<file path="src/rtl/core/unsharp_mask_3x3_defines.svh">
// Assertion macros for the unsharp mask block.
`ifndef UNSHARP_MASK_3X3_DEFINES_SVH
`define UNSHARP_MASK_3X3_DEFINES_SVH

// Check a property on every clock edge outside reset.
`define UMASK_ASSERT(label, prop, msg) \
   label: assert property (@(posedge clock) disable iff (reset) prop) else $error(msg);

// Check that a condition never holds outside reset.
`define UMASK_NEVER(label, expr, msg) \
   label: assert property (@(posedge clock) disable iff (reset) !(expr)) else $error(msg);

`endif

</file>
<file path="src/rtl/core/umask_pkg.sv">
// Shared types, constants and helpers for the unsharp mask block.
`timescale 1ns / 1ps

package umask_pkg;

   localparam int unsigned MAX_SIZE_DEF  = 512;
   localparam int unsigned SIZE_CFG_MAX  = 1023;
   localparam int unsigned PIX_W         = 8;
   localparam int unsigned GAIN_W        = 10;
   localparam int unsigned CSR_DATA_W    = 10;
   localparam int unsigned CSR_IDX_W     = 2;
   localparam int unsigned BLUR_W        = 12;
   localparam int unsigned QUEUE_DEPTH   = 2;

   localparam logic [CSR_DATA_W-1:0] SIZE_RST   = 10'd512;
   localparam logic [GAIN_W-1:0]     GAIN_A_RST = 10'd448;
   localparam logic [GAIN_W-1:0]     GAIN_B_RST = 10'd192;

   localparam logic [1:0] TAP_WEIGHT [3] = '{2'd1, 2'd2, 2'd1};

   typedef enum logic [CSR_IDX_W-1:0] {
      REG_IMAGE_SIZE = 2'd0,
      REG_GAIN_A     = 2'd1,
      REG_GAIN_B     = 2'd2
   } csr_reg_type;

   typedef struct packed {
      logic [PIX_W-1:0]  center;
      logic [BLUR_W-1:0] blur;
      logic              last;
   } q_word_type;

   typedef struct packed {
      logic full;
      logic empty;
   } q_stat_type;

   typedef struct packed {
      logic busy;
      logic frame_start;
   } front_stat_type;

   function automatic int unsigned size_limit(int unsigned max_size);
      return (max_size < SIZE_CFG_MAX) ? max_size : SIZE_CFG_MAX;
   endfunction

endpackage

</file>
<file path="src/rtl/core/umask_rsp_if.sv">
// Result channel: sharpened pixel words.
`timescale 1ns / 1ps

interface umask_rsp_if
   import umask_pkg::*;
();
   logic             valid;
   logic             ready;
   logic [PIX_W-1:0] out_pixel;
   logic             frame_last;

   modport source (output valid, out_pixel, frame_last, input ready);
   modport sink   (input valid, out_pixel, frame_last, output ready);
endinterface

</file>
<file path="src/rtl/core/umask_back.sv">
// Back end: gain products, difference, scale and clamp, output register.
`timescale 1ns / 1ps

module umask_back
   import umask_pkg::*;
(
   input  logic              clock,
   input  logic              reset,
   input  q_word_type        q_word,
   input  q_stat_type        q_stat,
   output logic              pop,
   input  logic [GAIN_W-1:0] gain_a,
   input  logic [GAIN_W-1:0] gain_b,
   umask_rsp_if.source       rsp
);
   localparam int unsigned PA_W   = GAIN_W + PIX_W;
   localparam int unsigned PB_W   = GAIN_W + BLUR_W;
   localparam int unsigned DIFF_W = PB_W + 1;

   logic             b1_valid_ff, b1_valid_in;
   logic [PA_W-1:0]  prod_a_ff, prod_a_in;
   logic [PB_W-1:0]  prod_b_ff, prod_b_in;
   logic             b1_last_ff;

   logic             rsp_valid_ff, rsp_valid_in;
   logic [PIX_W-1:0] rsp_pix_ff, rsp_pix_in;
   logic             rsp_last_ff;

   logic              out_free;
   logic              b1_free;
   logic signed [DIFF_W-1:0] diff;

   function automatic logic [PB_W-1:0] prod_a_in_scaled(logic [PA_W-1:0] p);
      return {p, 4'b0000};
   endfunction

   assign out_free = !rsp_valid_ff || rsp.ready;
   assign b1_free  = !b1_valid_ff || out_free;
   assign pop      = !q_stat.empty && b1_free;

   always_comb begin
      prod_a_in = PA_W'(gain_a) * PA_W'(q_word.center);
      prod_b_in = PB_W'(gain_b) * PB_W'(q_word.blur);
      diff = $signed({1'b0, prod_a_in_scaled(prod_a_ff)}) - $signed({1'b0, prod_b_ff});
      if (diff[DIFF_W-1]) begin
         rsp_pix_in = '0;
      end else if (diff[DIFF_W-2:12] > (DIFF_W-13)'(255)) begin
         rsp_pix_in = '1;
      end else begin
         rsp_pix_in = diff[PIX_W+11:12];
      end
      b1_valid_in  = b1_free ? pop : b1_valid_ff;
      rsp_valid_in = out_free ? b1_valid_ff : rsp_valid_ff;
   end

   always_ff @(posedge clock) begin
      if (reset) begin
         b1_valid_ff  <= 1'b0;
         rsp_valid_ff <= 1'b0;
      end else begin
         b1_valid_ff  <= b1_valid_in;
         rsp_valid_ff <= rsp_valid_in;
      end
   end

   always_ff @(posedge clock) begin
      if (pop) begin
         prod_a_ff  <= prod_a_in;
         prod_b_ff  <= prod_b_in;
         b1_last_ff <= q_word.last;
      end
      if (out_free && b1_valid_ff) begin
         rsp_pix_ff  <= rsp_pix_in;
         rsp_last_ff <= b1_last_ff;
      end
   end

   assign rsp.valid      = rsp_valid_ff;
   assign rsp.out_pixel  = rsp_pix_ff;
   assign rsp.frame_last = rsp_last_ff;

endmodule
</file>
<file path="src/flat_wrapper.sv">
// flat-port wrapper written by rule: the top's interface ports become plain ports
module umask_back_flat import umask_pkg::*;
  (clock, reset, q_word, q_stat, pop, gain_a, gain_b, rsp_valid, rsp_out_pixel, rsp_frame_last, rsp_ready);
  umask_rsp_if rsp_i ();
  input  logic clock;
  input  logic reset;
  input  q_word_type q_word;
  input  q_stat_type q_stat;
  output logic pop;
  input  logic [GAIN_W-1:0] gain_a;
  input  logic [GAIN_W-1:0] gain_b;
  output wire logic [$bits(rsp_i.valid)-1:0] rsp_valid;
  output wire logic [$bits(rsp_i.out_pixel)-1:0] rsp_out_pixel;
  output wire logic [$bits(rsp_i.frame_last)-1:0] rsp_frame_last;
  input wire logic [$bits(rsp_i.ready)-1:0] rsp_ready;
  assign rsp_valid = rsp_i.valid;
  assign rsp_out_pixel = rsp_i.out_pixel;
  assign rsp_frame_last = rsp_i.frame_last;
  assign rsp_i.ready = rsp_ready;
  umask_back u_core (.clock(clock), .reset(reset), .q_word(q_word), .q_stat(q_stat), .pop(pop), .gain_a(gain_a), .gain_b(gain_b), .rsp(rsp_i));
endmodule
</file>
<file path="config.mk">
export PLATFORM = sky130hd
export DESIGN_NAME = umask_back_flat
export DESIGN_NICKNAME = d
export VERILOG_FILES = /design/src/rtl/core/unsharp_mask_3x3_defines.svh /design/src/rtl/core/umask_pkg.sv /design/src/rtl/core/umask_rsp_if.sv /design/src/rtl/core/umask_back.sv /design/src/flat_wrapper.sv
export SDC_FILE = /design/constraint.sdc
export NUM_CORES = 1
export LEC_CHECK = 0
export ABC_CLOCK_PERIOD_IN_PS = 16200
export BUFFER_PORTS_ARGS = -buffer_cell sky130_fd_sc_hd__buf_2
export CAP_MARGIN = 20
export CORE_UTILIZATION = 50
export CTS_BUF_LIST = sky130_fd_sc_hd__clkbuf_4 sky130_fd_sc_hd__clkbuf_8
export CTS_CLUSTER_SIZE = 12
export DETAILED_ROUTE_END_ITERATION = 10
export PLACE_DENSITY = 0.77
export RECOVER_POWER = 50
export SETUP_SLACK_MARGIN = 0.15
export SYNTH_ARGS = -nofsm -noshare
export SYNTH_HDL_FRONTEND = slang
export SYNTH_SLANG_ARGS = --single-unit
</file>
<file path="constraint.sdc">
create_clock -name clock -period 16.2 [get_ports clock]
set_input_delay 1.62 -clock clock [delete_from_list [all_inputs] [get_ports clock]]
set_output_delay 1.62 -clock clock [all_outputs]
set_load 0.02 [all_outputs]
</file>
==> results of run 1 <==
## flip-flops by register name, indices dropped and copies added (netlist names)
register	flops
u_core.b1_valid_ff	1
u_core.b1_last_ff	1
u_core.prod_a_ff	18
u_core.prod_b_ff	22
u_core.rsp.frame_last	1
u_core.rsp.valid	1
u_core.rsp.out_pixel	8
## power by group through the flow
| stage | combinational (mW) | clock [mW] | sequential, mW |
|---|---|---|---|
| after floorplan | 0.901 | 0 | 0.269 |
| after global placement | 1.09 | 0 | 0.265 |
| after detailed placement | 1.13 | 0 | 0.267 |
| after CTS | 1.14 | 0.0915 | 0.264 |
| after global routing | 1.29 | 0.0968 | 0.269 |
| final | 1.13 | 0.0896 | 0.264 |
## kinds of logic (layout without fill, tap and decap cells)
kind of cell	Yosys count	in the layout	synth area share
fa+ha+maj	239	239	0.450
flops	52	52	0.176
buf+inv	192	228	0.0825
compound gates	100	100	0.0795
simple gates	300	300	0.177
xor+xnor	35	35	0.0350
## stage by stage
| step | instance area, sq um | utilization | hold WS, ns | setup WS (ns) |
|---|---|---|---|---|
| floorplan | 8750 | - | 0.400 | 9.45 |
| global placement | 9220 | 0.537 | 0.408 | 9.17 |
| detailed placement | 9220 | 0.537 | 0.419 | 9.11 |
| CTS | 9330 | 0.543 | 0.443 | 9.45 |
| global route | 9320 | 0.542 | 0.458 | 9.11 |
| finish | 9320 | 0.542 | 0.433 | 9.44 |
## cell usage after synthesis, types with 4 or more instances
master      n
nor2b_1     7
and2_1    123
nand2_1    97
a21o_1     13
xnor2_1    30
o21ai_0    13
inv_1     164
fa_1      126
o21bai_1    7
xor2_1      5
clkbuf_1   27
ha_1      113
or3_1       4
nor3_1     13
a21oi_1    32
a31o_2      4
nor2_1     24
o211ai_1    4
a31oi_1     4
nand3_1    16
edfxtp_1   50
## path summary, 6_finish.rpt
check / startpoint / to / slack, ns
max reg2reg: u_core.prod_a_ff[1]$_DFFE_PP_ / u_core.rsp.out_pixel[3]$_SDFFCE_PN0P_ / 13.37
min: u_core.b1_last_ff$_DFFE_PP_ / u_core.rsp.frame_last$_DFFE_PP_ / 0.43
max: gain_b[3] / u_core.prod_b_ff[21]$_DFFE_PP_ / 9.44
min reg2reg: u_core.b1_last_ff$_DFFE_PP_ / u_core.rsp.frame_last$_DFFE_PP_ / 0.43
## final cells by class
| class | count | area, sq um |
|---|---|---|
| Timing Repair Buffer | 56 | 267 |
| Sequential cell | 52 | 1540 |
| Multi-Input combinational cell | 674 | 6500 |
| Fill cell | 1548 | 7860 |
| Clock buffer | 5 | 68.8 |
| Inverter | 164 | 616 |
| Tap cell | 225 | 282 |
| Clock inverter | 3 | 42.5 |
## metal layers
| metal | GRT usage | up-vias | wire length (um) |
|---|---|---|---|
| met5 | 0 | - | 0 |
| met4 | 0.0231 | 0 | 93 |
| met3 | 0.0208 | 10 | 376 |
| met2 | 0.364 | 68 | 8460 |
| met1 | 0.265 | 3171 | 7400 |
| li1 | - | 2989 | - |
## placed cells by master, fill, tap and decap left out, types with 13 or more instances in the layout
cell	count
inv_1	164
buf_2	45
and2_1	121
ha_1	113
nor3_1	13
o21ai_0	13
nor2_1	24
fa_1	126
a21oi_1	31
xnor2_1	30
a21o_1	13
nand3_1	16
nand2_1	97
edfxtp_1	50
## worst max-delay path: cells and delay by family
family,cells,cell delay [ns]
adder cells (fa/ha/maj),6,2.95
AO/OA/AOI/OAI,5,1.08
AND/OR/NAND/NOR,4,0.69
buffers and inverters,6,0.49
==> results.md, run 1 <==
- Post-synth ARST share: 0
- Final hold viol count: 0
- Core outline area: 0.0172 sq mm
- Post-Synthesis Cell Area: approximately 0.0088 sq mm
- Routed len/inst: ~14 um
- Worst-path cell chain: buf_2 -> nand2_1 -> fa_1 -> inv_1 -> fa_1 -> inv_1 -> fa_1 -> inv_1 -> fa_1 -> inv_1 -> fa_1 -> inv_1 -> ha_1 -> a21oi_1 -> nor2_1 -> o21ai_0 -> a21oi_1 -> a2111oi_2 -> nor3_1 -> o211ai_1 -> or3b_1
- Slew Viols, Final: 42
- Tmin final: 6.76 ns
- Die Area: around 0.018 sq mm
- Layout Nets: roughly 1200
- Clock latency on the worst-skew pair: slightly above 0.3 ns
- Syn Area/Cell: ~9.5 sq um
- Post-CTS Setup Inserts: 0
- Tcrit/Tclk final: 0.417
- Outcome: complete, but fails checks
- Post-synthesis sequential area ratio: 0.176
- Placed cell count: between 1000 and 1500
- R2R depth: 9
- Clock buffer depth: 2
- Synth warn: 0
- Slew @ Worst Pin: 2.32 ns
- Gr ovfl total: 0
- HP Class: register to register
- Via-to-Cell Ratio: between 5 and 6
- Failing checks: max-capacitance violations, max-slew violations
- Antenna diodes: 0
- Pwr/cell area: about 160 mW/mm^2
- Crit path kind: primary input to register
- I/O Pins: 57
- Clk network pwr share: 0.060
- Initial Util: 0.510
- Switch share: 0.470
- Clk pin slew, worst setup/hold paths: ~0.090 ns
- DR vias: ~6200
- Die Span X: about 130 um
- Most common flop cell mapped by yosys: edfxtp_1
- Setup repair after global routing missed its margin: false
- Final setup vio count: 0
- CTS hold repair buffers: 0
- Port Buf Inserts: between 50 and 60
- Worst setup EP type: register
- Reg power frac: 0.178
- Share of layout cells above drive strength 1: 0.0755
- Tot Pwr: about 1.5 mW
- # clock sinks: 52
- GP Congestion: around 0.8
- Crit path DAT: just under 7 ns
- DRT antenna net count: 0
- FP Rows: 48
- Area share of the largest cell type after synthesis: 0.288
- Net Sw Power: roughly 0.70 mW
- Peak supply drop: just over 0.1 mV
- Final wirelength: roughly 16000 um
- Critical Path Max Stage Delay: 0.55 ns
- Synth Register Bits: 52
- Crit Path Max Fanout: 12
- DR DRC count: 0
- CTS tree: yes
- DP HPWL: between 10000 and 15000 um
- First-pass GRT wire length: between 20000 and 30000 um
- Hold Path Depth: 0
- Synth Instances: 918
- Fmax: 148 MHz
- DIE HEIGHT: approximately 130 um
- Normalized max-slew margin: -0.546
- Final setup TNS: 0 ns
- Biggest area consumer among synthesized cells: fa_1
- H-tree depth: 2
- Vias in the first global route: 6580
- Post-synth cell types: 52
- Initial antenna violation count: 0
- Post-synth EDFFs: 50
- Static leakage: about 4.7 nW
- Slowest CP cell: fa_1
- Pint: 0.787 mW
- CTS Buf Count: 5
- CP Launch Type: primary input
- Max_cap viols: 1
- Global Route Usage Sum: 0.200
- DR pass1 iterations: 4
- Largest net degree at the start of global routing: 42
- Top cells by area, synth: fa_1, edfxtp_1, ha_1
- Area grow syn2layout: 6.45%
- Worst path required time: around 16 ns
- CTS Root Cell: clkbuf_8
- Clock skew: about 0.0074 ns
- Syn Nets: 1203
- Combinational share of power: 0.762
- Initial DRC Count: around 370
- Cts repair resizes: 0
- Layout Cells excl Fill: about 1200
Power figures use the tool's default switching activity.
==> inputs of run 2 (changes only) <==
- ABC_CLOCK_PERIOD_IN_PS: 16200 -> 5500
- PLACE_DENSITY: 0.77 -> 0.79
- clock period: 16.2 -> 5.5 ns (I/O delays scaled with it)
==> run 2 against run 1 <==
Effect of this change:
- the run still ends with max-capacitance violations, max-slew violations left
- power grew to 3.2 times the previous value
- clock-buffer cell count grew 1
- worst hold slack lost 0.043 ns
- die area is the same
- clock skew grew 0.0012 ns
- final cell count grew 3.7%
- global-route usage shrank 0.14 points
- critical path depth shrank 1
- combinational power grew to 3.2 times the previous value
- sequential power grew to 2.9 times the previous value
- core utilization grew 2.5 points
==> results.md, run 2 (same netlist as run 1, synthesis figures left out) <==
- Critical Path Max Stage Delay: approximately 0.56 ns
- DR vias: between 6000 and 7000
- Area taken by multi-input logic gates: roughly 0.0066 sq mm
- DRT antenna net count: 0
- Most flops, register: u_core.prod_b_ff
- Worst path required time: ~5.6 ns
- Net Sw Power: 2.15 mW
- Outcome: complete, but fails checks
- HP Class: primary input to register
- Fin util: 0.568
- Switch share: 0.457
- Clk network pwr share: 0.060
- Static leakage: roughly 5 nW
- Post-route design area: 0.00975 sq mm
- Share of layout cells above drive strength 1: 0.124
- Worst slack, placed: -0.125 ns
- Initial antenna violation count: 0
- Gr ovfl total: 0
- Setup repair after global routing missed its margin: false
- Core outline area: between 0.015 and 0.02 sq mm
- Antenna diodes: 0
- Peak supply drop: ~0.35 mV
- Pint: 2.56 mW
- Max reg flops: 22
- Slew @ Worst Pin: approximately 2.2 ns
- Combinational share of power: 0.775
- Tot Pwr: around 4.7 mW
- Via-to-Cell Ratio: between 5 and 6
- Worst-path cell chain: buf_2 -> buf_4 -> nand2_1 -> fa_1 -> inv_1 -> fa_1 -> ha_1 -> fa_1 -> inv_1 -> fa_1 -> inv_1 -> ha_1 -> buf_4 -> inv_1 -> o21bai_1 -> a2111o_1 -> a31o_2 -> a21oi_4 -> o21ai_1 -> xor2_1
- Pwr/cell area: 484 mW/mm^2
- DR DRC count: 0
- Post-CTS Setup Inserts: 0
- Largest net degree at the start of global routing: 42
- Clock skew: between 0.008 and 0.009 ns
- Vias in the first global route: around 6500
- Fillcell total: approximately 1500
- GP Congestion: between 0.8 and 0.9
- Reg area: between 0.0015 and 0.002 sq mm
- CP Launch Type: primary input
- H-tree depth: 2
- Global Route Usage Sum: 0.199
- Final Worst Setup Slack: roughly 0.35 ns
- Clk pin slew, worst setup/hold paths: about 0.10 ns
- Slowest CP cell: fa_1
- Reg power frac: 0.165
- Worst setup EP type: register
- Crit Path Max Fanout: 6
- Crit path kind: primary input to register
- Failing checks: max-capacitance violations, max-slew violations
- Area grow syn2layout: 11.4%
- Die Area: approximately 0.018 sq mm
- FP Rows: 48
- Final hold viol count: 0
- # clock sinks: 52
- Port Buf Inserts: 55
- Initial Util: 0.510
- CTS Buf Count: 5
- I/O Pins: 57
- Die Span X: around 130 um
- CTS Root Cell: clkbuf_8
- DR pass1 iterations: 4
- Normalized max-slew margin: -0.491
- Hold WS: 0.391 ns
- Fmax: approximately 190 MHz
- Most frequent cells in the layout: inv_1, fa_1, and2_1
- Most common cell after layout, fill and taps aside: inv_1
- DP HPWL: roughly 14000 um
- Cell Area, Placed: about 0.0096 sq mm
- Max_cap viols: 1
- Slew Viols, Final: 42
- CTS tree: yes
- Final setup vio count: 0
- R2R depth: 3
- Tcrit/Tclk final: 0.936
- Routed len/inst: between 10 and 15 um
- Layout Nets: ~1300
- Hold Path Depth: 2
- First-pass GRT wire length: 29100 um
- DIE HEIGHT: approximately 130 um
- Crit path DAT: ~5.2 ns
- Clock latency on the worst-skew pair: between 0.3 and 0.4 ns
- Initial DRC Count: about 320
- Clock buffer depth: 2
- Final wirelength: roughly 16000 um
- Tmin final: slightly above 5 ns
run 2: per-layer routing:
metal | part of all wire | global-route usage | vias up
met5 | 0 | 0 | -
met4 | 0.0029 | 0.0200 | 0
met3 | 0.037 | 0.0231 | 7
met2 | 0.52 | 0.358 | 105
met1 | 0.44 | 0.264 | 3131
li1 | - | - | 3085
run 2: timing repair:
action / in CTS / in global routing
hold buffers: 0 / 0
gates resized for setup: 0 / 18
endpoints found under the setup margin: 0 / 5
run 2: path summary, 6_finish.rpt:
check,slack [ns],startpoint,to
min reg2reg,0.45,u_core.b1_last_ff$_DFFE_PP_,u_core.rsp.frame_last$_DFFE_PP_
max reg2reg,2.80,u_core.rsp.valid$_SDFFE_PP0P_,u_core.prod_b_ff[20]$_DFFE_PP_
max,0.35,q_word[5],u_core.prod_b_ff[14]$_DFFE_PP_
min,0.39,reset,u_core.b1_valid_ff$_SDFFE_PP0N_
run 2: worst max-delay path, delay by kind of cell:
family	cells	cell delay, ns
compound gates	5	1.09
simple gates	1	0.08
xor+xnor	1	0.15
buf+inv	7	0.66
fa+ha+maj	6	2.66
run 2: through the flow:
stage | instances | TNS, ns
after global routing | 1223 | 0
after global placement | 1215 | -0.0747
after detailed placement | 1215 | -0.245
final | 1223 | 0
after CTS | 1223 | 0
after floorplan | 918 | 0
run 2: final cells by class:
type | instances | share of cell area
multi-input cells | 674 | 0.675
inverters | 164 | 0.0631
well taps | 225 | 0.0289
flip-flops and latches | 52 | 0.158
clock inverters | 2 | 0.00398
clock buffers | 6 | 0.00847
repair buffers | 100 | 0.0626
run 2: power by group through the flow:
stage | sequential, mW | clock [mW] | combinational (mW)
final | 0.778 | 0.282 | 3.66
after global routing | 0.789 | 0.304 | 4.18
after CTS | 0.778 | 0.287 | 3.58
after detailed placement | 0.787 | 0 | 3.55
after global placement | 0.782 | 0 | 3.42
after floorplan | 0.793 | 0 | 2.70
==> inputs of run 3 (changes only) <==
- CELL_PAD_IN_SITES_DETAIL_PLACEMENT: not set -> 0
- CELL_PAD_IN_SITES_GLOBAL_PLACEMENT: not set -> 1
- CORE_UTILIZATION: 50 -> 45
- PLACE_DENSITY: 0.79 -> 0.88
==> run 3 against run 2 <==
Effect of this change:
- the run still ends with max-capacitance violations, max-slew violations left
- critical path depth rose by 1
- die area rose by 11%
- global-route usage fell by 1.5 points
- routed wire length rose by 3.4%
- worst setup slack got worse by 0.022 ns
- register-to-register slack got worse by 0.04 ns
- via count rose by 0.35%
- sequential power barely moved
- critical path type unchanged
==> results.md, run 3 (same netlist as run 1, synthesis figures left out) <==
- Max reg flops: 22
- Crit Path Max Fanout: 4
- Vias in the first global route: about 6600
- Clk pin slew, worst setup/hold paths: around 0.09 ns
- Normalized max-slew margin: -0.508
- Post-route design area: 0.00981 sq mm
- Slew @ Worst Pin: around 2.3 ns
- Most flops, register: u_core.prod_b_ff
- Failing checks: max-capacitance violations, max-slew violations
- Tmin final: approximately 5.2 ns
- Fin util: 0.519
- DR pass1 iterations: 4
- Static leakage: just under 5 nW
- Tcrit/Tclk final: 0.940
- Fillcell total: about 1800
- Clock skew: around 0.011 ns
- Switch share: 0.461
- DP HPWL: about 14000 um
- Largest net degree at the start of global routing: 42
- Area grow syn2layout: 12.0%
- Crit path DAT: between 5 and 6 ns
- Slew Viols, Final: 42
- Clock latency on the worst-skew pair: 0.32 ns
- Layout Nets: ~1300
- Die Span X: 141 um
- Gr ovfl total: 0
- Via-to-Cell Ratio: between 5 and 6
- Final wirelength: roughly 17000 um
- Most common cell after layout, fill and taps aside: inv_1
- Crit path kind: primary input to register
- Cell Area, Placed: ~0.0096 sq mm
- I/O Pins: 57
- Pwr/cell area: 476 mW/mm^2
- DRT antenna net count: 0
- HP Class: primary input to register
- Pint: roughly 2.5 mW
- Hold WS: ~0.4 ns
- Fmax: approximately 190 MHz
- Setup repair after global routing missed its margin: false
- Net Sw Power: about 2.2 mW
- Die Area: approximately 0.02 sq mm
- Share of layout cells above drive strength 1: 0.133
- Port Buf Inserts: 55
- DR DRC count: 0
- Initial antenna violation count: 0
- Peak supply drop: approximately 0.35 mV
- First-pass GRT wire length: about 30000 um
- CTS Buf Count: 5
- Final setup TNS: 0 ns
- GP Congestion: 0.820
- Outcome: complete, but fails checks
- Most frequent cells in the layout: inv_1, fa_1, and2_1
- CTS Root Cell: clkbuf_8
- Initial Util: 0.463
- FP Rows: 50
- # clock sinks: 52
- Clk network pwr share: 0.048
- Worst setup EP type: register
- CTS tree: yes
- Final setup vio count: 0
- Core outline area: 0.0189 sq mm
- Initial DRC Count: between 300 and 400
- Reg power frac: 0.166
- H-tree depth: 2
- Max_cap viols: 1
- DIE HEIGHT: about 140 um
- Global Route Usage Sum: 0.184
- Worst path required time: 5.57 ns
- Final hold viol count: 0
- Combinational share of power: 0.786
- CP Launch Type: primary input
- Antenna diodes: 0
- DR vias: about 6400
- Routed len/inst: approximately 13 um
- Tot Pwr: approximately 4.7 mW
- Clock buffer depth: 2
[run 3: cell types whose count changed in the layout (fill, tap and decap cells not counted), moves of 2 or more]
cell,delta
buf_4,+4
fa_1,-2
fa_2,+2
nor3_1,-2
nor3_2,+2
[run 3: final timing paths]
kind	startpoint	end	slack, ns	depth (start not counted)
max reg2reg	u_core.prod_a_ff[1]$_DFFE_PP_	u_core.rsp.out_pixel[4]$_SDFFCE_PN0P_	2.76	9
min reg2reg	u_core.b1_last_ff$_DFFE_PP_	u_core.rsp.frame_last$_DFFE_PP_	0.44	0
max	q_word[6]	u_core.prod_b_ff[17]$_DFFE_PP_	0.33	21
min	reset	u_core.b1_valid_ff$_SDFFE_PP0N_	0.40	2
[run 3: through the flow]
stage / cells / worst slack, ns
floorplan: 918 / 0.174
global placement: 1253 / -0.0788
detailed placement: 1253 / -0.120
CTS: 1261 / 0.212
global route: 1262 / 0.148
finish: 1262 / 0.329
[run 3: critical path: stages]
cell,delay (ns)
buf_2,0.12
nand2_1,0.08
fa_1,0.54
inv_1,0.06
fa_1,0.50
inv_1,0.05
fa_1,0.47
inv_1,0.05
fa_1,0.53
inv_1,0.06
fa_1,0.52
inv_1,0.06
ha_4,0.24
buf_4,0.15
nand3_1,0.08
nor2_1,0.08
buf_4,0.14
a2111o_1,0.42
a31o_2,0.25
a211oi_1,0.23
nor3_1,0.06
[run 3: area by class of cell]
class,instances,area (sq um),share of cell area
Inverter,164,616,0.0628
Clock buffer,6,76.3,0.00778
Multi-Input combinational cell,674,6590,0.672
Timing Repair Buffer,104,638,0.0651
Tap cell,260,325,0.0332
Clock inverter,2,16.3,0.00166
Sequential cell,52,1540,0.157
[run 3: metal layers]
metal / global-route usage / part of all wire / up-vias
met5: 0 / 0 / -
met4: 0.0198 / 0.0051 / 0
met1: 0.257 / 0.47 / 3166
li1: - / - / 3089
met3: 0.0226 / 0.034 / 10
met2: 0.317 / 0.49 / 85
[run 3: repair_timing]
item / 4_1_cts / 5_1_grt
hold buffers: 0 / 0
setup buffers: 0 / 1
endpoints found under the setup margin: 0 / 5
resized for setup: 0 / 22
[run 3: power by group through the flow]
stage	combinational (mW)	sequential [mW]	clock [mW]
finish	3.67	0.775	0.224
global route	4.19	0.789	0.244
CTS	3.56	0.776	0.229
detailed placement	3.52	0.784	0
global placement	3.45	0.781	0
floorplan	2.70	0.793	0
