===== src/rtl/core/unsharp_mask_3x3_defines.svh =====
// Assertion macros for the unsharp mask block.
`ifndef UNSHARP_MASK_3X3_DEFINES_SVH
`define UNSHARP_MASK_3X3_DEFINES_SVH

// Check a property on every clock edge outside reset.
`define UMASK_ASSERT(label, prop, msg) \
   label: assert property (@(posedge clock) disable iff (reset) prop) else $error(msg);

// Check that a condition never holds outside reset.
`define UMASK_NEVER(label, expr, msg) \
   label: assert property (@(posedge clock) disable iff (reset) !(expr)) else $error(msg);

`endif


===== src/rtl/core/umask_pkg.sv =====
// Shared types, constants and helpers for the unsharp mask block.
`timescale 1ns / 1ps

package umask_pkg;

   localparam int unsigned MAX_SIZE_DEF  = 512;
   localparam int unsigned SIZE_CFG_MAX  = 1023;
   localparam int unsigned PIX_W         = 8;
   localparam int unsigned GAIN_W        = 10;
   localparam int unsigned CSR_DATA_W    = 10;
   localparam int unsigned CSR_IDX_W     = 2;
   localparam int unsigned BLUR_W        = 12;
   localparam int unsigned QUEUE_DEPTH   = 2;

   localparam logic [CSR_DATA_W-1:0] SIZE_RST   = 10'd512;
   localparam logic [GAIN_W-1:0]     GAIN_A_RST = 10'd448;
   localparam logic [GAIN_W-1:0]     GAIN_B_RST = 10'd192;

   localparam logic [1:0] TAP_WEIGHT [3] = '{2'd1, 2'd2, 2'd1};

   typedef enum logic [CSR_IDX_W-1:0] {
      REG_IMAGE_SIZE = 2'd0,
      REG_GAIN_A     = 2'd1,
      REG_GAIN_B     = 2'd2
   } csr_reg_type;

   typedef struct packed {
      logic [PIX_W-1:0]  center;
      logic [BLUR_W-1:0] blur;
      logic              last;
   } q_word_type;

   typedef struct packed {
      logic full;
      logic empty;
   } q_stat_type;

   typedef struct packed {
      logic busy;
      logic frame_start;
   } front_stat_type;

   function automatic int unsigned size_limit(int unsigned max_size);
      return (max_size < SIZE_CFG_MAX) ? max_size : SIZE_CFG_MAX;
   endfunction

endpackage


===== src/rtl/core/umask_queue.sv =====
// Short word queue between the window front end and the arithmetic back end.
`timescale 1ns / 1ps

module umask_queue
   import umask_pkg::*;
(
   input  logic       clock,
   input  logic       reset,
   input  logic       push,
   input  q_word_type push_word,
   input  logic       pop,
   output q_word_type pop_word,
   output q_stat_type stat
);
   localparam int unsigned PTR_W = (QUEUE_DEPTH > 1) ? $clog2(QUEUE_DEPTH) : 1;
   localparam int unsigned CNT_W = $clog2(QUEUE_DEPTH + 1);

   q_word_type       entry_ff [QUEUE_DEPTH];
   logic [PTR_W-1:0] wr_ptr_ff, wr_ptr_in;
   logic [PTR_W-1:0] rd_ptr_ff, rd_ptr_in;
   logic [CNT_W-1:0] count_ff, count_in;

   always_comb begin
      wr_ptr_in = wr_ptr_ff;
      rd_ptr_in = rd_ptr_ff;
      count_in  = count_ff;
      if (push) begin
         wr_ptr_in = (wr_ptr_ff == PTR_W'(QUEUE_DEPTH - 1)) ? '0 : wr_ptr_ff + PTR_W'(1);
      end
      if (pop) begin
         rd_ptr_in = (rd_ptr_ff == PTR_W'(QUEUE_DEPTH - 1)) ? '0 : rd_ptr_ff + PTR_W'(1);
      end
      if (push && !pop) begin
         count_in = count_ff + CNT_W'(1);
      end else if (pop && !push) begin
         count_in = count_ff - CNT_W'(1);
      end
   end

   always_ff @(posedge clock) begin
      if (reset) begin
         wr_ptr_ff <= '0;
         rd_ptr_ff <= '0;
         count_ff  <= '0;
      end else begin
         wr_ptr_ff <= wr_ptr_in;
         rd_ptr_ff <= rd_ptr_in;
         count_ff  <= count_in;
      end
   end

   always_ff @(posedge clock) begin
      if (push) begin
         entry_ff[wr_ptr_ff] <= push_word;
      end
   end

   assign pop_word   = entry_ff[rd_ptr_ff];
   assign stat.full  = (count_ff == CNT_W'(QUEUE_DEPTH));
   assign stat.empty = (count_ff == '0);

endmodule


===== config.mk =====
export PLATFORM = sky130hd
export DESIGN_NAME = umask_queue
export DESIGN_NICKNAME = d
export VERILOG_FILES = /design/src/rtl/core/unsharp_mask_3x3_defines.svh /design/src/rtl/core/umask_pkg.sv /design/src/rtl/core/umask_queue.sv
export SDC_FILE = /design/constraint.sdc
export NUM_CORES = 1
export LEC_CHECK = 0
export BUFFER_PORTS_ARGS = -buffer_cell sky130_fd_sc_hd__buf_2
export CAP_MARGIN = 20
export CORE_ASPECT_RATIO = 0.9
export CORE_MARGIN = 3
export CORE_UTILIZATION = 35
export CTS_CLUSTER_SIZE = 28
export DETAILED_ROUTE_END_ITERATION = 12
export GPL_TIMING_DRIVEN = 0
export SLEW_MARGIN = 20
export SYNTH_ARGS = -nofsm -noshare
export SYNTH_HDL_FRONTEND = slang
export SYNTH_SLANG_ARGS = --single-unit

===== constraint.sdc =====
create_clock -name clock -period 3.07 [get_ports clock]
set_clock_uncertainty 0.2 [all_clocks]
set_input_delay 0.4605 -clock clock [delete_from_list [all_inputs] [get_ports clock]]
set_output_delay 0.4605 -clock clock [all_outputs]
set_load 0.01 [all_outputs]

==> impl_table.tex, run 1 <==
\begin{tabular}{lr}
\hline
Metric & Value \\
\hline
\multicolumn{2}{l}{\textbf{Timing}} \\
\quad Highest attainable clock frequency & 476 MHz \\
\quad Worst-Margin Slew & 0.982 ns \\
\quad Final total negative setup slack & 0 ns \\
\quad Max-slew headroom & 34.5\% \\
\quad Final Hold Viols & 0 \\
\quad Tightest hold margin & 0.157 ns \\
\quad Fin. max-slew vios & 0 \\
\quad Final Cycle Share & 68.5\% \\
\quad Minimum clock period after layout & 2.10 ns \\
\quad RSZ-0062 raised after global routing & no \\
\quad Setup violators final & 0 \\
\multicolumn{2}{l}{\textbf{Global route}} \\
\quad Largest net degree at the start of global routing & 22 \\
\quad Number of global-route vias before repair & a little under 1000 \\
\quad Final global-route overflow total & 0 \\
\quad Initial antenna violation count & 0 \\
\quad Total routing resource utilization after global routing & 10.4\% \\
\quad Wire length of the first global-routing pass & 4.41 mm \\
\multicolumn{2}{l}{\textbf{Worst setup path}} \\
\quad Cell Chain, Critical Path & buf\_2, mux2\_2, buf\_2 \\
\quad CP Launch Type & flip-flop \\
\quad Worst reg2reg path startpoint & wr\_ptr\_ff\$\_SDFFE\_PP0P\_ \\
\quad Setup slack, reg-to-reg & 1.32 ns \\
\quad FF-to-FF path depth & 1 \\
\quad Slowest library cell on the worst path & sky130\_fd\_sc\_hd\_\_mux2\_2 \\
\quad Critical-path maximum fanout & 10 \\
\quad Endpoint required time on the critical path & approximately 2.4 ns \\
\quad Delay of the slowest cell on the worst path & 0.38 ns \\
\quad Worst path arrival time & 1.44 ns \\
\quad Crit end category & output pin \\
\quad Critical path's most frequent cell & sky130\_fd\_sc\_hd\_\_buf\_2 \\
\quad R2r endpoint & entry\_ff[1][19]\$\_DFFE\_PP\_ \\
\quad Category of the most critical setup path & reg -> out \\
\multicolumn{2}{l}{\textbf{Layout}} \\
\quad ANT cells & 0 \\
\quad Net count of the finished layout & about 170 \\
\quad Commonest non-fill, non-tap cells in the layout & 49 x sky130\_fd\_sc\_hd\_\_buf\_2, 42 x sky130\_fd\_sc\_hd\_\_edfxtp\_1, 21 x sky130\_fd\_sc\_hd\_\_mux2\_2 \\
\quad Share of layout cells above drive strength 1 & between 50\% and 60\% \\
\quad Most common library cell in the layout ignoring fill and taps & sky130\_fd\_sc\_hd\_\_buf\_2 \\
\quad Signed area change from the synthesized netlist to the final layout & 24.0\% \\
\quad FILL cells & 431 \\
\multicolumn{2}{l}{\textbf{Logic synthesis}} \\
\quad Net count after synthesis & 113 \\
\quad Share of the yosys chip area belonging to registers & 79.4\% \\
\quad Top cells by area, synth & sky130\_fd\_sc\_hd\_\_edfxtp\_1 74\%, sky130\_fd\_sc\_hd\_\_mux2\_2 14\%, sky130\_fd\_sc\_hd\_\_dfxtp\_1 5.8\% \\
\quad Count of distinct cell types in the synthesized netlist & 15 \\
\quad Post-synthesis instance area & 1720 sq um \\
\quad Syn Inst Count & 87 \\
\quad Total of flip-flops plus latches after synthesis & 47 \\
\quad Number of warnings reported in the yosys synthesis log & 0 \\
\quad Synth top area share & between 70\% and 80\% \\
\quad Top cell type by total area after synthesis & sky130\_fd\_sc\_hd\_\_edfxtp\_1 \\
\quad Post-synthesis area per instance & 19.7 sq um \\
\multicolumn{2}{l}{\textbf{Drt}} \\
\quad Ratio of routed vias to standard cells & 4.49 \\
\quad DRC & 0 \\
\quad Pre-antenna DRT Iters & 4 \\
\quad Number of DRC markers in iteration 0 & 56 \\
\quad Total vias in the final route & 921 \\
\quad Average wire per cell in the routed design & 14.2 um \\
\quad Post-detailed-routing wire length & just under 3 mm \\
\quad ANT nets after route & 0 \\
\multicolumn{2}{l}{\textbf{Power}} \\
\quad Pwr per Cell Area & 595 nW/um\^{}2 \\
\quad Worst ir drop on vdd & 0.254 mV \\
\quad Leak Pwr & 0.813 nW \\
\quad Share of total power in combinational logic & a little over an eighth \\
\quad Net switching power of the design & $\sim$0.28 mW \\
\quad Switching power share of the total & approximately 22\% \\
\quad Part of the power in the clock network & 27.2\% \\
\quad Cell internal power dissipation & slightly below 1 mW \\
\quad Sequential Power Share & about 60\% \\
\multicolumn{2}{l}{\textbf{Clock tree}} \\
\quad Post-CTS setup buffer count & 0 \\
\quad Post-cts hold buffer count & 0 \\
\quad Number of levels in the clock H-tree & 2 \\
\quad Buffer depth of the longest clock path & 2 \\
\quad Sinks on the clock net & 47 \\
\quad Clk Tree Root Cell & sky130\_fd\_sc\_hd\_\_clkbuf\_8 \\
\quad Number of clock buffers inserted by TritonCTS & 5 \\
\quad Clock-pin slew reported for the worst setup and hold paths after clock tree synthesis & 0.08 ns \\
\quad Worst-Skew Late Latency & between 0.2 and 0.3 ns \\
\quad Clock tree from TritonCTS & yes \\
\quad Post\_cts resized & 0 \\
\multicolumn{2}{l}{\textbf{Place}} \\
\quad HPWL after detailed placement & 2.05 mm \\
\quad Routability congestion estimate & about 0.64 \\
\quad \# port buffers & 47 \\
\multicolumn{2}{l}{\textbf{Min path}} \\
\quad Terminating pin of the worst hold path & entry\_ff[0][3]\$\_DFFE\_PP\_ \\
\quad Min-Delay Path Depth & 1 \\
\quad Worst min-delay path startpoint & push\_word[3] \\
\quad Worst hold path type & in -> reg \\
\multicolumn{2}{l}{\textbf{Die}} \\
\quad Number of top-level pins & 48 \\
\quad Chip Height & 72.4 um \\
\quad Starting density of the core & around 37\% \\
\quad Die Area & 5780 sq um \\
\quad Core area & approximately 4600 sq um \\
\quad Width of the die & 79.8 um \\
\quad Number of rows in the core area & 23 \\
\multicolumn{2}{l}{\textbf{Outcome}} \\
\quad Run status & finished clean \\
\multicolumn{2}{l}{\textbf{Job}} \\
\quad Max-cap violations & 0 \\
\hline
\end{tabular}
[final cells by class]
cell class | count | area, sq um | share of cell area (%)
sequential | 47 | 1360 | 64.0
multi-input combinational | 37 | 343 | 16.1
timing repair buffer | 48 | 250 | 11.8
tap | 62 | 77.6 | 3.65
clock buffer | 7 | 76.3 | 3.59
buffer | 2 | 10.0 | 0.471
clock inverter | 1 | 5.00 | 0.235
inverter | 1 | 3.75 | 0.176
[metrics by stage]
step | util (%) | setup slack, ns | instance area, sq um | std cells | total power, mW
after floorplan | - | 1.03 | 1720 | 87 | 0.863
after global placement | 44.3 | 0.380 | 2030 | 196 | 0.927
after detailed placement | 44.7 | 1.07 | 2050 | 197 | 0.939
after CTS | 46.5 | 0.934 | 2130 | 205 | 1.28
after global routing | 46.5 | 0.913 | 2130 | 205 | 1.32
final | 46.5 | 0.967 | 2130 | 205 | 1.26
[sequential cells by signal (all words and copies together) (netlist names), named ones only]
register   cells
count_ff       2
wr_ptr_ff      1
rd_ptr_ff      1
entry_ff      42
[synthesized netlist by cell type]
master and count:
sky130_fd_sc_hd__and2b_2 1, sky130_fd_sc_hd__a21oi_1 1, sky130_fd_sc_hd__inv_1 1, sky130_fd_sc_hd__and2_1 1, sky130_fd_sc_hd__o21ai_0 1, sky130_fd_sc_hd__dfxtp_1 5
sky130_fd_sc_hd__buf_2 2, sky130_fd_sc_hd__edfxtp_1 42, sky130_fd_sc_hd__xnor2_1 2, sky130_fd_sc_hd__or3_1 1, sky130_fd_sc_hd__xor2_1 2, sky130_fd_sc_hd__nor2b_1 1
sky130_fd_sc_hd__nor2_1 5, sky130_fd_sc_hd__mux2_2 21, sky130_fd_sc_hd__ha_1 1
[logic make-up (layout without fill, tap and decap cells)]
logic type	Yosys count	count (layout)	share of synthesized area [%]
XOR/XNOR	4	4	2.04
adder cells (fa/ha/maj)	1	1	0.729
AND/OR/NAND/NOR	9	9	2.70
flip-flops	47	47	79.4
multiplexers	21	21	13.8
AO/OA/AOI/OAI	2	2	0.583
buffers and inverters	3	59	0.802
[routing by layer]
metal | up-vias | global-route usage, % | share of wire (%)
li1 | 437 | - | -
met1 | 447 | 11.1 | 41
met2 | 30 | 18.6 | 52
met3 | 7 | 3.72 | 5.7
met4 | 0 | 4.50 | 1.8
met5 | - | 0 | 0
[power groups by stage]
stage / sequential [mW] / combinational, mW / clock (mW)
floorplan: 0.767 / 0.0954 / 0
global placement: 0.769 / 0.158 / 0
detailed placement: 0.772 / 0.167 / 0
CTS: 0.757 / 0.168 / 0.360
global route: 0.761 / 0.180 / 0.378
finish: 0.756 / 0.164 / 0.344
[worst max-delay path: cells and delay by family, from the launching register on]
kind | cells | cell delay (ns)
flip-flops | 1 | 0.36
multiplexers | 1 | 0.38
buffers and inverters | 2 | 0.42
[how the worst max path moves through the flow]
stage,end,cells after the start,slack (ns)
after global placement,entry_ff[0][1]$_DFFE_PP_,2,0.38
after floorplan,entry_ff[0][0]$_DFFE_PP_,1,1.03
after detailed placement,entry_ff[1][0]$_DFFE_PP_,2,1.07
after CTS,pop_word[9],3,0.93
final,pop_word[9],3,0.97
after global routing,pop_word[9],3,0.91
No activity file was read; power rests on OpenSTA's default activity.
==> inputs of run 2 (changes only) <==
- ABC_AREA: unset -> 1
- clock period: 3.07 -> 1.82 ns (I/O delays scaled with it)
==> run 2 against run 1 <==
  * Setup slack got worse by 0.91 ns
  * Via count rose by 12%
  * Critical endpoint is now pop_word[20]
  * Highest routed layer unchanged
  * Register-to-register slack worse by 1.2 ns
  * Critical path depth is the same
  * First-iteration DRC count decreased by 34%
  * Clock power up 110%
  * Synthesized cell count up 13%
  * Core utilization grew 3.9 points
==> impl_table.tex, run 2 <==
\begin{tabular}{lr}
\hline
Metric & Value \\
\hline
\multicolumn{2}{l}{\textbf{Worst setup path}} \\
\quad Cell Chain, Critical Path & buf\_8, mux2\_4, buf\_2 \\
\quad Category of the most critical setup path & reg -> out \\
\quad Slowest library cell on the worst path & sky130\_fd\_sc\_hd\_\_dfxtp\_2 \\
\quad Endpoint required time on the critical path & 1.35 ns (-1.06 ns) \\
\quad Critical-path maximum fanout & 10 (unchanged) \\
\quad Worst path arrival time & 1.29 ns (-0.15 ns) \\
\quad CP Launch Type & flip-flop \\
\quad Delay of the slowest cell on the worst path & 0.38 ns (about the same) \\
\quad Crit end category & output pin \\
\multicolumn{2}{l}{\textbf{Timing}} \\
\quad Minimum clock period after layout & 1.76 ns \\
\quad Final Cycle Share & 96.8\% \\
\quad Highest attainable clock frequency & 568 MHz \\
\quad Final worst-path setup slack & 0.0590 ns (-0.908 ns) \\
\quad RSZ-0062 raised after global routing & yes \\
\quad Max-slew headroom & 41.3\% (+6.8 points) \\
\quad Fin. max-slew vios & 0 (unchanged) \\
\quad Tightest hold margin & 0.0792 ns (-0.0780 ns) \\
\quad Final Hold Viols & 0 (unchanged) \\
\quad Worst-Margin Slew & 0.879 ns (-0.103 ns) \\
\quad Setup violators final & 0 (unchanged) \\
\quad Final total negative setup slack & 0 ns (unchanged) \\
\multicolumn{2}{l}{\textbf{Logic synthesis}} \\
\quad Number of warnings reported in the yosys synthesis log & 0 (unchanged) \\
\quad Most instantiated library cell after synthesis & sky130\_fd\_sc\_hd\_\_edfxtp\_1 \\
\quad Post-synthesis instance area & 1820 sq um (+6.2\%) \\
\quad Async SR Flop Fraction & 0\% (unchanged) \\
\quad Top cell type by total area after synthesis & sky130\_fd\_sc\_hd\_\_edfxtp\_1 \\
\quad Total of flip-flops plus latches after synthesis & 47 (unchanged) \\
\quad Synth top area share & 69.2\% (-4.3 points) \\
\quad Post-synthesis area per instance & 18.6 sq um (-5.7\%) \\
\quad Share of the yosys chip area belonging to registers & 74.7\% (-4.6 points) \\
\quad Count of distinct cell types in the synthesized netlist & 15 (unchanged) \\
\quad Number of flops mapped to enable cells by yosys & 42 (unchanged) \\
\quad Net count after synthesis & 124 (+9.7\%) \\
\quad Top flip-flop cell by instance count after synthesis & sky130\_fd\_sc\_hd\_\_edfxtp\_1 \\
\quad Top cells by area, synth & sky130\_fd\_sc\_hd\_\_edfxtp\_1 69\%, sky130\_fd\_sc\_hd\_\_mux2\_4 16\%, sky130\_fd\_sc\_hd\_\_dfxtp\_1 5.5\% \\
\quad Top cells by instance count after synthesis & 42 x sky130\_fd\_sc\_hd\_\_edfxtp\_1, 20 x sky130\_fd\_sc\_hd\_\_mux2\_4, 9 x sky130\_fd\_sc\_hd\_\_inv\_1, 7 x sky130\_fd\_sc\_hd\_\_nor2\_1 \\
\quad Syn Inst Count & 98 (+13\%) \\
\multicolumn{2}{l}{\textbf{Power}} \\
\quad Net switching power of the design & 0.477 mW (+69\%) \\
\quad Pwr per Cell Area & 930 nW/um\^{}2 (+56\%) \\
\quad Leak Pwr & 1.03 nW (+26\%) \\
\quad Switching power share of the total & 20.7\% (-1.7 points) \\
\quad Share of total power in combinational logic & 14.6\% (+1.6 points) \\
\quad Part of the power in the clock network & 30.6\% (+3.4 points) \\
\quad Tot Pwr & 2.31 mW (+82\%) \\
\quad Worst ir drop on vdd & 0.368 mV (+45\%) \\
\quad Cell internal power dissipation & 1.83 mW (+86\%) \\
\quad Sequential Power Share & 54.8\% (-5.0 points) \\
\multicolumn{2}{l}{\textbf{Clock tree}} \\
\quad Number of levels in the clock H-tree & 2 (unchanged) \\
\quad Number of clock buffers inserted by TritonCTS & 5 (unchanged) \\
\quad Post-CTS setup buffer count & 0 (unchanged) \\
\quad Buffer depth of the longest clock path & 2 (unchanged) \\
\quad Sinks on the clock net & 47 (unchanged) \\
\quad Clock tree from TritonCTS & yes \\
\quad Clock-pin slew reported for the worst setup and hold paths after clock tree synthesis & 0.07 ns (about the same) \\
\quad Worst-Skew Late Latency & 0.28 ns (about the same) \\
\quad Clk Tree Root Cell & sky130\_fd\_sc\_hd\_\_clkbuf\_8 \\
\multicolumn{2}{l}{\textbf{Place}} \\
\quad Placement-stage cell area & 2140 sq um (+4.6\%) \\
\quad \# port buffers & 47 (unchanged) \\
\quad HPWL after detailed placement & 2.10 mm (+2.6\%) \\
\quad Worst setup slack before clock tree synthesis & -0.0787 ns (-1.15 ns) \\
\quad Routability congestion estimate & 0.682 (+7.0\%) \\
\quad Placed insts & 210 (+6.6\%) \\
\multicolumn{2}{l}{\textbf{Die}} \\
\quad Number of rows in the core area & 24 (+4.3\%) \\
\quad Number of top-level pins & 48 (unchanged) \\
\quad Starting density of the core & 37.0\% (-0.50 points) \\
\quad Width of the die & 82.1 um (+2.8\%) \\
\quad Chip Height & 74.4 um (+2.8\%) \\
\quad Die Area & 6110 sq um (+5.7\%) \\
\quad Core area & 4920 sq um (+7.6\%) \\
\multicolumn{2}{l}{\textbf{Layout}} \\
\quad Largest register FFs & 42 (unchanged) \\
\quad Non-filler instance count after layout & 240 (+17\%) \\
\quad Fraction of the core area covered by cells at the end of the flow & 50.4\% (+3.9 points) \\
\quad Largest reg by FF count & entry\_ff \\
\quad Share of layout cells above drive strength 1 & 45.1\% (-10 points) \\
\quad Final Instance Area & 2480 sq um (+17\%) \\
\quad Most common library cell in the layout ignoring fill and taps & sky130\_fd\_sc\_hd\_\_buf\_2 \\
\quad ANT cells & 0 (unchanged) \\
\quad Largest registers & entry\_ff (42), count\_ff (2) \\
\quad Net count of the finished layout & 200 (+19\%) \\
\quad Signed area change from the synthesized netlist to the final layout & 36.3\% \\
\quad Commonest non-fill, non-tap cells in the layout & 47 x sky130\_fd\_sc\_hd\_\_buf\_2, 42 x sky130\_fd\_sc\_hd\_\_edfxtp\_1, 22 x sky130\_fd\_sc\_hd\_\_dlygate4sd3\_1 \\
\multicolumn{2}{l}{\textbf{Drt}} \\
\quad Average wire per cell in the routed design & 12.7 um (-11\%) \\
\quad Total vias in the final route & 1032 (+12\%) \\
\quad ANT nets after route & 0 (unchanged) \\
\quad Post-detailed-routing wire length & 3.04 mm (+4.6\%) \\
\quad Ratio of routed vias to standard cells & 4.30 (-4.3\%) \\
\quad DRC & 0 (unchanged) \\
\quad Number of DRC markers in iteration 0 & 37 (-34\%) \\
\quad Pre-antenna DRT Iters & 4 (unchanged) \\
\multicolumn{2}{l}{\textbf{Global route}} \\
\quad Wire length of the first global-routing pass & 4.69 mm (+6.3\%) \\
\quad Total routing resource utilization after global routing & 10.4\% (about the same) \\
\quad Largest net degree at the start of global routing & 23 (+4.5\%) \\
\quad Initial antenna violation count & 0 (unchanged) \\
\quad Final global-route overflow total & 0 (unchanged) \\
\quad Number of global-route vias before repair & 1075 (+9.6\%) \\
\multicolumn{2}{l}{\textbf{Min path}} \\
\quad Worst hold path type & in -> reg \\
\multicolumn{2}{l}{\textbf{Job}} \\
\quad Max-cap violations & 0 (unchanged) \\
\multicolumn{2}{l}{\textbf{Outcome}} \\
\quad Run status & finished clean \\
\hline
\end{tabular}
-- run 2: changes by cell type in the layout (fill, tap and decap cells not counted), sizes merged, moves of 2 or more --
cell / previous run / this run
nand2: 0 / 5
clkbuf: 7 / 5
xor2: 2 / 0
inv: 1 / 9
dlygate4sd3: 0 / 22
nor2: 5 / 7
-- run 2: worst max-delay path, delay by kind of cell, from the launching register on --
family / cells / cell delay (ns)
buffers and inverters: 2 / 0.32
flip-flops: 1 / 0.38
multiplexers: 1 / 0.31
-- run 2: routing by layer --
metal | wire length (um) | global-route usage, % | vias to the layer above
met2 | 1750 | 19.9 | 29
li1 | - | - | 505
met5 | 0 | 0 | -
met4 | 17 | 3.32 | 0
met1 | 1120 | 10.8 | 496
met3 | 151 | 3.27 | 2
-- run 2: cells by family after synthesis --
group | share of synthesized area [%]
buf+inv | 3.09
mux | 17.1
simple gates | 3.37
xor+xnor | 0.481
flops | 74.7
fa+ha+maj | 0.687
compound gates | 0.549
-- run 2: area by class of cell --
type / instances / area, sq um
fillers: 443 / 2440
flip-flops and latches: 47 / 1360
repair buffers: 69 / 455
multi-input cells: 40 / 412
well taps: 65 / 81.3
clock buffers: 5 / 68.8
clock inverters: 3 / 38.8
inverters: 9 / 33.8
plain buffers: 2 / 30.0
-- run 2: final timing paths --
check | start | end | slack, ns | cells after the start
worst min-delay path | pop | flip-flop | 0.08 | 3
worst min register to register | rd_ptr_ff$_SDFFE_PP0P_ | flip-flop | 0.33 | 2
worst max register to register | wr_ptr_ff$_SDFFE_PP0P_ | entry_ff[1][2]$_DFFE_PP_ | 0.15 | 2
worst max-delay path | flip-flop | pop_word[20] | 0.06 | 3
-- run 2: power groups by stage --
stage / Sequential, mW / Clock [mW] / Combinational (mW)
after floorplan: 1.28 / 0 / 0.191
after global placement: 1.28 / 0 / 0.288
after detailed placement: 1.29 / 0 / 0.301
after CTS: 1.27 / 0.738 / 0.340
after global routing: 1.27 / 0.777 / 0.362
final: 1.27 / 0.706 / 0.336
-- run 2: repair_timing --
action,CTS,global route
gates resized for setup,2,1
endpoints found under the setup margin,19,2
endpoints found under the hold margin,45,0
hold buffers,22,0
==> inputs of run 3 (changes only) <==
--- a/config.mk
+++ b/config.mk
@@ -11,3 +11,2 @@
 export CORE_ASPECT_RATIO = 0.9
-export CORE_MARGIN = 3
 export CORE_UTILIZATION = 35
==> constraint.sdc (replaced) <==
create_clock -name clock -period 1.82 [get_ports clock]
set_clock_uncertainty 0.2 [all_clocks]
set_input_delay 0.091 -clock clock [delete_from_list [all_inputs] [get_ports clock]]
set_output_delay 0.091 -clock clock [all_outputs]
set_load 0.01 [all_outputs]
==> run 3 against run 2 <==
  * Final cell count rose by 1.7%
  * Critical path depth decreased by 1
  * Global-route usage grew 1.2 points
  * Wire length decreased by 5.8%
  * Non-clock buffer count rose by 4
  * Via count rose by 2.4%
  * Setup slack improved by 0.086 ns
  * Sequential cell count unchanged
  * Register-to-register slack is essentially flat
  * Clock power grew 22%
  * Combinational power is essentially flat
  * Die area shrank 10%
  * Critical path type is now reg -> reg
  * Largest cell class unchanged
==> impl_table.tex, run 3 (same netlist as run 2, synthesis figures left out) <==
\begin{tabular}{lr}
\hline
Metric & Value \\
\hline
\multicolumn{2}{l}{\textbf{Drt}} \\
\quad Average wire per cell in the routed design & 11.7 um (-7.4\%) \\
\quad Ratio of routed vias to standard cells & 4.33 (+0.74\%) \\
\quad Number of DRC markers in iteration 0 & 23 (-38\%) \\
\quad Post-detailed-routing wire length & 2.87 mm (-5.8\%) \\
\quad ANT nets after route & 0 (unchanged) \\
\quad DRC & 0 (unchanged) \\
\quad Pre-antenna DRT Iters & 4 (unchanged) \\
\quad Total vias in the final route & 1057 (+2.4\%) \\
\multicolumn{2}{l}{\textbf{Layout}} \\
\quad Net count of the finished layout & 204 (+2.0\%) \\
\quad Commonest non-fill, non-tap cells in the layout & 47 x sky130\_fd\_sc\_hd\_\_buf\_2, 42 x sky130\_fd\_sc\_hd\_\_edfxtp\_1, 26 x sky130\_fd\_sc\_hd\_\_dlygate4sd3\_1 \\
\quad Non-filler instance count after layout & 244 (+1.7\%) \\
\quad Final Instance Area & 2540 sq um (+2.3\%) \\
\quad Largest reg by FF count & entry\_ff \\
\quad Most common library cell in the layout ignoring fill and taps & sky130\_fd\_sc\_hd\_\_buf\_2 \\
\quad ANT cells & 0 (unchanged) \\
\quad Share of layout cells above drive strength 1 & 43.6\% (-1.6 points) \\
\quad Signed area change from the synthesized netlist to the final layout & 39.4\% \\
\quad Largest registers & entry\_ff (42), count\_ff (2) \\
\quad Largest register FFs & 42 (unchanged) \\
\multicolumn{2}{l}{\textbf{Place}} \\
\quad Placement-stage cell area & 2140 sq um (unchanged) \\
\quad Routability congestion estimate & 0.624 (-8.4\%) \\
\quad HPWL after detailed placement & 1.98 mm (-5.9\%) \\
\quad Placed insts & 210 (unchanged) \\
\quad \# port buffers & 47 (unchanged) \\
\multicolumn{2}{l}{\textbf{Timing}} \\
\quad Fin. max-slew vios & 0 (unchanged) \\
\quad Minimum clock period after layout & 1.68 ns (-0.0855 ns) \\
\quad Final Cycle Share & 92.1\% (-4.7 points) \\
\quad Final total negative setup slack & 0 ns (unchanged) \\
\quad RSZ-0062 raised after global routing & no \\
\quad Setup violators final & 0 (unchanged) \\
\quad Tightest hold margin & 0.121 ns (+0.0419 ns) \\
\quad Worst-Margin Slew & 0.881 ns (+0.00203 ns) \\
\quad Final Hold Viols & 0 (unchanged) \\
\quad Max-slew headroom & 41.2\% (-0.14 points) \\
\quad Highest attainable clock frequency & 597 MHz (+5.1\%) \\
\multicolumn{2}{l}{\textbf{Job}} \\
\quad Max-cap violations & 0 (unchanged) \\
\multicolumn{2}{l}{\textbf{Die}} \\
\quad Width of the die & 78.1 um (-4.9\%) \\
\quad Starting density of the core & 37.0\% (unchanged) \\
\quad Core area & 4920 sq um (unchanged) \\
\quad Number of top-level pins & 48 (unchanged) \\
\quad Chip Height & 70.4 um (-5.4\%) \\
\quad Number of rows in the core area & 24 (unchanged) \\
\quad Die Area & 5500 sq um (-10\%) \\
\multicolumn{2}{l}{\textbf{Power}} \\
\quad Tot Pwr & 2.46 mW (+6.7\%) \\
\quad Pwr per Cell Area & 971 nW/um\^{}2 (+4.4\%) \\
\quad Worst ir drop on vdd & 0.461 mV (+25\%) \\
\quad Leak Pwr & 1.05 nW (+2.5\%) \\
\multicolumn{2}{l}{\textbf{Worst setup path}} \\
\quad CP Launch Type & flip-flop \\
\quad Endpoint required time on the critical path & 1.54 ns (+0.19 ns) \\
\quad Crit end category & flip-flop \\
\quad Critical-path maximum fanout & 22 (+12) \\
\quad Category of the most critical setup path & reg -> reg \\
\quad Worst path arrival time & 1.39 ns (+0.10 ns) \\
\multicolumn{2}{l}{\textbf{Global route}} \\
\quad Total routing resource utilization after global routing & 11.6\% (+1.2 points) \\
\quad Largest net degree at the start of global routing & 23 (unchanged) \\
\quad Final global-route overflow total & 0 (unchanged) \\
\quad Wire length of the first global-routing pass & 4.60 mm (-1.9\%) \\
\quad Initial antenna violation count & 0 (unchanged) \\
\quad Number of global-route vias before repair & 1098 (+2.1\%) \\
\multicolumn{2}{l}{\textbf{Clock tree}} \\
\quad Post\_cts resized & 0 (-2) \\
\quad Post-CTS setup buffer count & 0 (unchanged) \\
\quad Number of clock buffers inserted by TritonCTS & 5 (unchanged) \\
\quad Worst-Skew Late Latency & 0.28 ns (about the same) \\
\quad Sinks on the clock net & 47 (unchanged) \\
\quad Clock tree from TritonCTS & yes \\
\quad Clock-pin slew reported for the worst setup and hold paths after clock tree synthesis & 0.08 ns (about the same) \\
\quad Buffer depth of the longest clock path & 2 (unchanged) \\
\quad Number of levels in the clock H-tree & 2 (unchanged) \\
\quad Clk Tree Root Cell & sky130\_fd\_sc\_hd\_\_clkbuf\_8 \\
\multicolumn{2}{l}{\textbf{Outcome}} \\
\quad Run status & finished clean \\
\multicolumn{2}{l}{\textbf{Min path}} \\
\quad Worst hold path type & in -> reg \\
\hline
\end{tabular}
==> run 3: changes by cell type in the layout (fill, tap and decap cells not counted), sizes merged <==
| cell | before | now |
|---|---|---|
| bufinv | 1 | 2 |
| clkbuf | 5 | 6 |
| clkinv | 2 | 0 |
| dlygate4sd3 | 22 | 26 |
==> run 3: layer usage <==
| layer | GRT usage [%] | vias up | routed length [um] |
|---|---|---|---|
| met3 | 3.14 | 2 | 147 |
| met1 | 11.4 | 509 | 1120 |
| li1 | - | 516 | - |
| met4 | 6.17 | 0 | 14 |
| met2 | 21.8 | 30 | 1580 |
| met5 | 0 | - | 0 |
==> run 3: area by class of cell <==
class	instances	area (sq um)
Tap cell	65	81.3
Clock buffer	6	72.6
Timing Repair Buffer	73	495
Multi-Input combinational cell	40	412
Buffer	2	22.5
Sequential cell	47	1360
Clock inverter	2	60.1
Inverter	9	33.8
Fill cell	446	2390
==> run 3: critical path, stage by stage (launching register included) <==
cell and delay (ns):
sky130_fd_sc_hd__dfxtp_1 0.39, sky130_fd_sc_hd__nand2_1 0.07, sky130_fd_sc_hd__inv_1 0.64
==> run 3: path summary, 6_finish.rpt <==
kind	from	end	slack, ns	depth (start not counted)
worst max-delay path	wr_ptr_ff$_SDFFE_PP0P_	entry_ff[1][0]$_DFFE_PP_	0.14	2
worst min-delay path	push	entry_ff[0][1]$_DFFE_PP_	0.12	3
worst max register to register	wr_ptr_ff$_SDFFE_PP0P_	entry_ff[1][0]$_DFFE_PP_	0.14	2
worst min register to register	rd_ptr_ff$_SDFFE_PP0P_	flip-flop	0.33	2
==> run 3: repair_timing <==
item                                    CTS  global route
endpoints found under the hold margin    47             0
hold buffers                             26             0
endpoints found under the setup margin    0             0
==> run 3: where the power goes <==
| group | internal [mW] | leakage (nW) | switching, mW |
|---|---|---|---|
| Clock | 0.548 | 0.0654 | 0.315 |
| Combinational | 0.190 | 0.550 | 0.147 |
| Sequential | 1.24 | 0.436 | 0.0211 |
==> run 3: stage by stage <==
step / util [%] / setup slack, ns
after global routing: 51.5 / 0.0423
after CTS: 51.4 / 0.00143
after floorplan: - / 0.334
after detailed placement: 43.5 / 0.00939
final: 51.5 / 0.145
after global placement: 43.5 / 0.0372
